[src/design/dhcm_pkg.sv]
// Shared types and constants for the detector hit cell merger.
// Used by dhcm_ctrl, dhcm_datapath and detector_hit_cell_merger; depends on nothing.
package dhcm_pkg;

  localparam int unsigned DHCM_TABLE_DEPTH = 256;

  localparam int unsigned CELL_W   = 64;
  localparam int unsigned ENERGY_W = 24;
  localparam int unsigned PTIME_W  = 31;
  localparam int unsigned NOISE_W  = 16;
  localparam int unsigned SLOT_W   = 8;
  localparam int unsigned CHARGE_W = 31;
  localparam int unsigned TS_W     = 32;
  // noise times weight stays within +/- 32768000, which fits 26 signed bits
  localparam int unsigned PROD_W   = 26;

  localparam logic signed [10:0]         NOISE_WEIGHT = 11'sd1000;
  localparam logic [CHARGE_W-1:0]        CHARGE_MAX   = '1;
  localparam logic signed [TS_W-1:0]     TS_MAX       = {1'b0, {(TS_W-1){1'b1}}};
  localparam logic signed [TS_W-1:0]     TS_MIN       = {1'b1, {(TS_W-1){1'b0}}};

  typedef struct packed {
    logic                       event_start;
    logic [CELL_W-1:0]          cell_id;
    logic [ENERGY_W-1:0]        energy;
    logic [PTIME_W-1:0]         particle_time;
    logic signed [NOISE_W-1:0]  time_noise;
  } dhcm_hit_t;

  typedef struct packed {
    logic [SLOT_W-1:0]          slot;
    logic [CELL_W-1:0]          hit_cell;
    logic [CHARGE_W-1:0]        charge_total;
    logic signed [TS_W-1:0]     timestamp;
    logic                       is_new;
    logic                       overflow;
  } dhcm_result_t;

  typedef struct packed {
    logic accept;
    logic search_init;
    logic search_run;
    logic commit_hit;
    logic commit_new;
  } dhcm_cmd_t;

  typedef struct packed {
    logic below_thr;
    logic match;
    logic miss;
  } dhcm_status_t;

  typedef enum logic [2:0] {
    ST_IDLE,
    ST_MULT,
    ST_CHECK,
    ST_SEARCH,
    ST_EMIT
  } dhcm_state_e;

endpackage

[src/design/dhcm_ctrl.sv]
// Sequencer of the detector hit cell merger: accept, threshold check, table scan, emit.
// Depends on dhcm_pkg; drives dhcm_datapath through command and status structs.
module dhcm_ctrl (
  input  logic                   clk_i,
  input  logic                   rst_ni,
  input  logic                   start_i,
  output logic                   busy_o,
  output logic                   result_valid_o,
  input  dhcm_pkg::dhcm_status_t status_i,
  output dhcm_pkg::dhcm_cmd_t    cmd_o
);
  import dhcm_pkg::*;

  dhcm_state_e state_q, state_d;

  always_ff @(posedge clk_i or negedge rst_ni) begin
    if (!rst_ni) begin
      state_q <= ST_IDLE;
    end else begin
      state_q <= state_d;
    end
  end

  always_comb begin
    state_d = state_q;
    case (state_q)
      ST_IDLE: begin
        if (start_i) begin
          state_d = ST_MULT;
        end
      end
      ST_MULT:  state_d = ST_CHECK;
      ST_CHECK: begin
        state_d = status_i.below_thr ? ST_IDLE : ST_SEARCH;
      end
      ST_SEARCH: begin
        if (status_i.match || status_i.miss) begin
          state_d = ST_EMIT;
        end
      end
      ST_EMIT:  state_d = ST_IDLE;
      default:  state_d = ST_IDLE;
    endcase
  end

  always_comb begin
    cmd_o          = '0;
    busy_o         = 1'b1;
    result_valid_o = 1'b0;
    case (state_q)
      ST_IDLE: begin
        busy_o       = 1'b0;
        cmd_o.accept = start_i;
      end
      ST_MULT: ;
      ST_CHECK: begin
        cmd_o.search_init = !status_i.below_thr;
      end
      ST_SEARCH: begin
        cmd_o.search_run = 1'b1;
        // a match wins over the end of the scan
        cmd_o.commit_hit = status_i.match;
        cmd_o.commit_new = !status_i.match && status_i.miss;
      end
      ST_EMIT: begin
        result_valid_o = 1'b1;
      end
      default: ;
    endcase
  end

endmodule

[config.mk]
export PLATFORM = sky130hd
export DESIGN_NAME = dhcm_ctrl
export DESIGN_NICKNAME = d
export VERILOG_FILES = /design/src/design/dhcm_pkg.sv /design/src/design/dhcm_ctrl.sv
export SDC_FILE = /design/constraint.sdc
export NUM_CORES = 1
export LEC_CHECK = 0
export BUFFER_PORTS_ARGS = -buffer_cell sky130_fd_sc_hd__clkbuf_2
export CAP_MARGIN = 25
export CORE_AREA = 3 3 40 42
export DETAILED_ROUTE_END_ITERATION = 8
export DIE_AREA = 0 0 43 45
export PLACE_DENSITY = 0.41
export REMOVE_ABC_BUFFERS = 1
export SLEW_MARGIN = 0
export SYNTH_ARGS = -nofsm -noshare
export SYNTH_HDL_FRONTEND = slang
export SYNTH_SLANG_ARGS = --single-unit
export TNS_END_PERCENT = 30
[constraint.sdc]
create_clock -name clk_i -period 1.86 [get_ports clk_i]
set_clock_uncertainty 0.2 [all_clocks]
set_input_delay 0.093 -clock clk_i [delete_from_list [all_inputs] [get_ports clk_i]]
set_output_delay 0.093 -clock clk_i [all_outputs]
set_load 0.05 [all_outputs]
==> run_summary.xml <==
<?xml version="1.0" encoding="UTF-8"?>
<metrics>
  <group name="grt">
    <metric name="grt_pass1_wl" unit="um">890</metric>
    <metric name="largest_net_degree_at_the_start_of_global_routing" unit="">7</metric>
    <metric name="grt_overflow" unit="">0</metric>
    <metric name="number_of_global_route_vias_before_repair" unit="">233</metric>
    <metric name="antenna_violations_before_repair" unit="">0</metric>
    <metric name="groute.usage.overall" unit="%">6.756</metric>
  </group>
  <group name="timing">
    <metric name="fin_crit" unit="ps">1749</metric>
    <metric name="post-route-worst-setup-slack" unit="ps">111.4</metric>
    <metric name="tightestPinTransition" unit="ps">281.3</metric>
    <metric name="worst_hold_slack" unit="ps">37.75</metric>
    <metric name="slew_headroom" unit="%">81.33</metric>
    <metric name="slew_violations" unit="">0</metric>
    <metric name="hold_viol_final" unit="">0</metric>
    <metric name="rsz_0062_raised_after_global_routing" unit="">no</metric>
    <metric name="clock.fmax" unit="MHz">571.9</metric>
    <metric name="final_min_period_over_clock_period" unit="%">94.01</metric>
    <metric name="final.setup.tns" unit="ps">0</metric>
    <metric name="timing.final.setup_violations" unit="">0</metric>
  </group>
  <group name="setup_path">
    <metric name="critPathArrivalTime" unit="ps">1460</metric>
    <metric name="r2r_slack" unit="ps">470</metric>
    <metric name="critical-path-slowest-cell" unit="">dfrtp_1</metric>
    <metric name="crit_path_start_kind" unit="">flop</metric>
    <metric name="worstSetupEndpointType" unit="">output port</metric>
    <metric name="worstPathRequired" unit="ps">1570</metric>
    <metric name="path_class" unit="">reg -&gt; out</metric>
    <metric name="critPathMaxStageDelay" unit="ps">430</metric>
    <metric name="critical_path_peak_fanout" unit="">6</metric>
    <metric name="critical_path.cell_chain" unit="">or3_4 &gt; nor2_1 &gt; clkbuf_2</metric>
  </group>
  <group name="die">
    <metric name="die-height" unit="um">45</metric>
    <metric name="placementRows" unit="">13</metric>
    <metric name="width_of_the_die" unit="um">43</metric>
    <metric name="number_of_top_level_design_ports" unit="">13</metric>
    <metric name="initial_utilization" unit="%">14.70</metric>
    <metric name="die_area" unit="um^2">1935</metric>
    <metric name="coreArea" unit="um^2">1285</metric>
  </group>
  <group name="detailed_routing">
    <metric name="met3_length" unit="um">72</metric>
    <metric name="drt-initial-drc-count" unit="">1</metric>
    <metric name="drt.antenna.violating_nets" unit="">0</metric>
    <metric name="drt_drc_violations_left" unit="">0</metric>
    <metric name="detailedRoute.firstPassIterationCount" unit="">4</metric>
    <metric name="wl_met2" unit="um">151</metric>
    <metric name="detail_route.wl_per_cell" unit="um">8.842</metric>
    <metric name="drt-met1-wl" unit="um">261</metric>
    <metric name="highest-signal-layer" unit="">met4</metric>
    <metric name="routed-via-count" unit="">214</metric>
    <metric name="detail_route.wirelength" unit="um">504</metric>
    <metric name="drt-vias-per-instance" unit="">3.754</metric>
  </group>
  <group name="worst_hold_path">
    <metric name="hp-class" unit="">in -&gt; reg</metric>
  </group>
  <group name="synthesis">
    <metric name="postSynthAreaPerCell" unit="um^2">8.997</metric>
    <metric name="yosysTopAreaCell" unit="">dfrtp_1</metric>
    <metric name="synth_warnings" unit="">0</metric>
    <metric name="synth_sequential_area_ratio" unit="%">39.74</metric>
    <metric name="synthesis.area" unit="um^2">188.9</metric>
    <metric name="synthDominantCellAreaShare" unit="%">39.74</metric>
    <metric name="yosys.cell_types.count" unit="">14</metric>
    <metric name="number_of_register_bits_inferred_by_synthesis" unit="">3</metric>
    <metric name="synth_area_leaders" unit="">dfrtp_1 40%, nor2_1 7.9%, nor3b_1 7.9%</metric>
    <metric name="syn-instance-count" unit="">21</metric>
  </group>
  <group name="cells_and_area">
    <metric name="post_route_cells_drive_above_1_share" unit="%">40.48</metric>
    <metric name="leading_cell_type_in_the_layout_fill_and_taps_excluded" unit="">clkbuf_2</metric>
    <metric name="registers.top_by_ff_count" unit="">state_q</metric>
    <metric name="finalNetCount" unit="">49</metric>
    <metric name="reg_top3" unit="">state_q: 3 flops</metric>
    <metric name="area_growth" unit="%">82.12</metric>
    <metric name="finish.cell_count_without_fillers" unit="">57</metric>
    <metric name="diodes_inserted" unit="">0</metric>
    <metric name="filler_cell_count" unit="">143</metric>
    <metric name="largest_register_ff_count" unit="">3</metric>
    <metric name="most-common-layout-cells" unit="">12 x clkbuf_2, 5 x dlygate4sd3_1, 4 x nor2_1</metric>
  </group>
  <group name="power">
    <metric name="power.share.clock" unit="%">18.9</metric>
    <metric name="power.share.switching" unit="%">52.39</metric>
    <metric name="cellPowerDensity" unit="nW/um^2">1751</metric>
    <metric name="leakage" unit="nW">0.1761</metric>
    <metric name="netSwitchingPower" unit="mW">0.3156</metric>
    <metric name="cellInternalPower" unit="mW">0.2869</metric>
    <metric name="portion_of_total_power_attributed_to_combinational_logic" unit="%">59.0</metric>
    <metric name="vdd.ir_drop.worst" unit="uV">551.1</metric>
    <metric name="seqPwrFrac" unit="%">22.2</metric>
  </group>
  <group name="placement">
    <metric name="gp_routability_congestion" unit="">0.6740</metric>
    <metric name="place.detailed.instances" unit="">48</metric>
    <metric name="port_buffers" unit="">12</metric>
    <metric name="placement.setup.worst_slack" unit="ps">347.5</metric>
  </group>
  <group name="job">
    <metric name="drv_cap" unit="">0</metric>
  </group>
  <group name="status">
    <metric name="run_status" unit="">completed</metric>
  </group>
  <group name="cts">
    <metric name="clk_path_buf_depth" unit="">2</metric>
    <metric name="cts.clk_slew.worst_paths" unit="ps">40</metric>
    <metric name="clock-sinks" unit="">3</metric>
    <metric name="ctsHtreeMaxLevel" unit="">1</metric>
    <metric name="tritoncts" unit="">built</metric>
    <metric name="cts_root_buffer" unit="">clkbuf_4</metric>
    <metric name="worst_skew_pair.late_latency" unit="ps">230</metric>
    <metric name="tritoncts_buffer_count" unit="">3</metric>
    <metric name="postCtsSetupRepairBufs" unit="">0</metric>
  </group>
</metrics>
power groups by stage:
stage          combinational (mW)  sequential [mW]  clock (mW)
4_1_cts                     0.359            0.134       0.121
5_1_grt                     0.384            0.143       0.128
3_5_place_dp                0.350            0.135           0
2_1_floorplan               0.284            0.126           0
3_3_place_gp                0.348            0.134           0
6_report                    0.355            0.134       0.114
cell type report:
class	instances	area (um^2)	area share (%)
inverter	2	7.507	2.182
clock buffer	4	26.28	7.636
timing repair buffer	17	110.1	32.00
sequential	3	75.07	21.82
tap	15	18.77	5.455
multi-input combinational	16	106.4	30.91
worst paths after layout:
kind	from	cells after the start	to
setup / recovery	state_q[0]	3	cmd_o[4]
hold / removal	status_i[1]	4	state_q[1]
setup reg to reg	state_q[0]	2	state_q[0]
hold reg to reg	state_q[2]	1	state_q[1]
max in group asynchronous	rst_ni	3	state_q[2]
min in group asynchronous	rst_ni	3	state_q[0]
worst max-delay path, delay by kind of cell, from the launching register on:
family	cells	cell delay, ps
buffers and inverters	1	280
and+or+nand+nor	2	520
DFF	1	430
layer usage:
| metal | vias up | global-route usage [%] |
|---|---|---|
| met5 | - | 0 |
| met1 | 83 | 8.475 |
| met4 | 0 | 9.036 |
| li1 | 114 | - |
| met3 | 2 | 1.992 |
| met2 | 15 | 7.784 |
cells in the mapped netlist (all sizes together):
library cell and count:
nor2 4, dfrtp 3, inv 2, nor3b 2, and2 1, nand2 1
nand2b 1, nand3b 1, nor2b 1, nor3 1, nor4b 1, o22a 1
o22ai 1, or3 1
through the flow:
stage / util [%] / cell area [um^2] / power (mW)
after floorplan: - / 188.9 / 0.4098
after global placement: 20.84 / 267.8 / 0.4820
after detailed placement: 20.84 / 267.8 / 0.4852
after CTS: 26.78 / 344.1 / 0.6138
after global routing: 26.78 / 344.1 / 0.6554
final: 26.78 / 344.1 / 0.6025
kinds of logic after synthesis:
family                 count (synthesis)  synth area share, %
DFF                                    3                39.73
buffers and inverters                  2                3.975
AOI/OAI and AO/OA                      2                7.950
and+or+nand+nor                       14                48.34
what timing repair did:
action                                 4_1_cts  5_1_grt
endpoints found under the hold margin        5        0
gates resized for setup                      0        0
setup endpoints to repair                    0        0
hold buffers                                 5        0
Note: power is estimated with default switching activity, not from simulation.
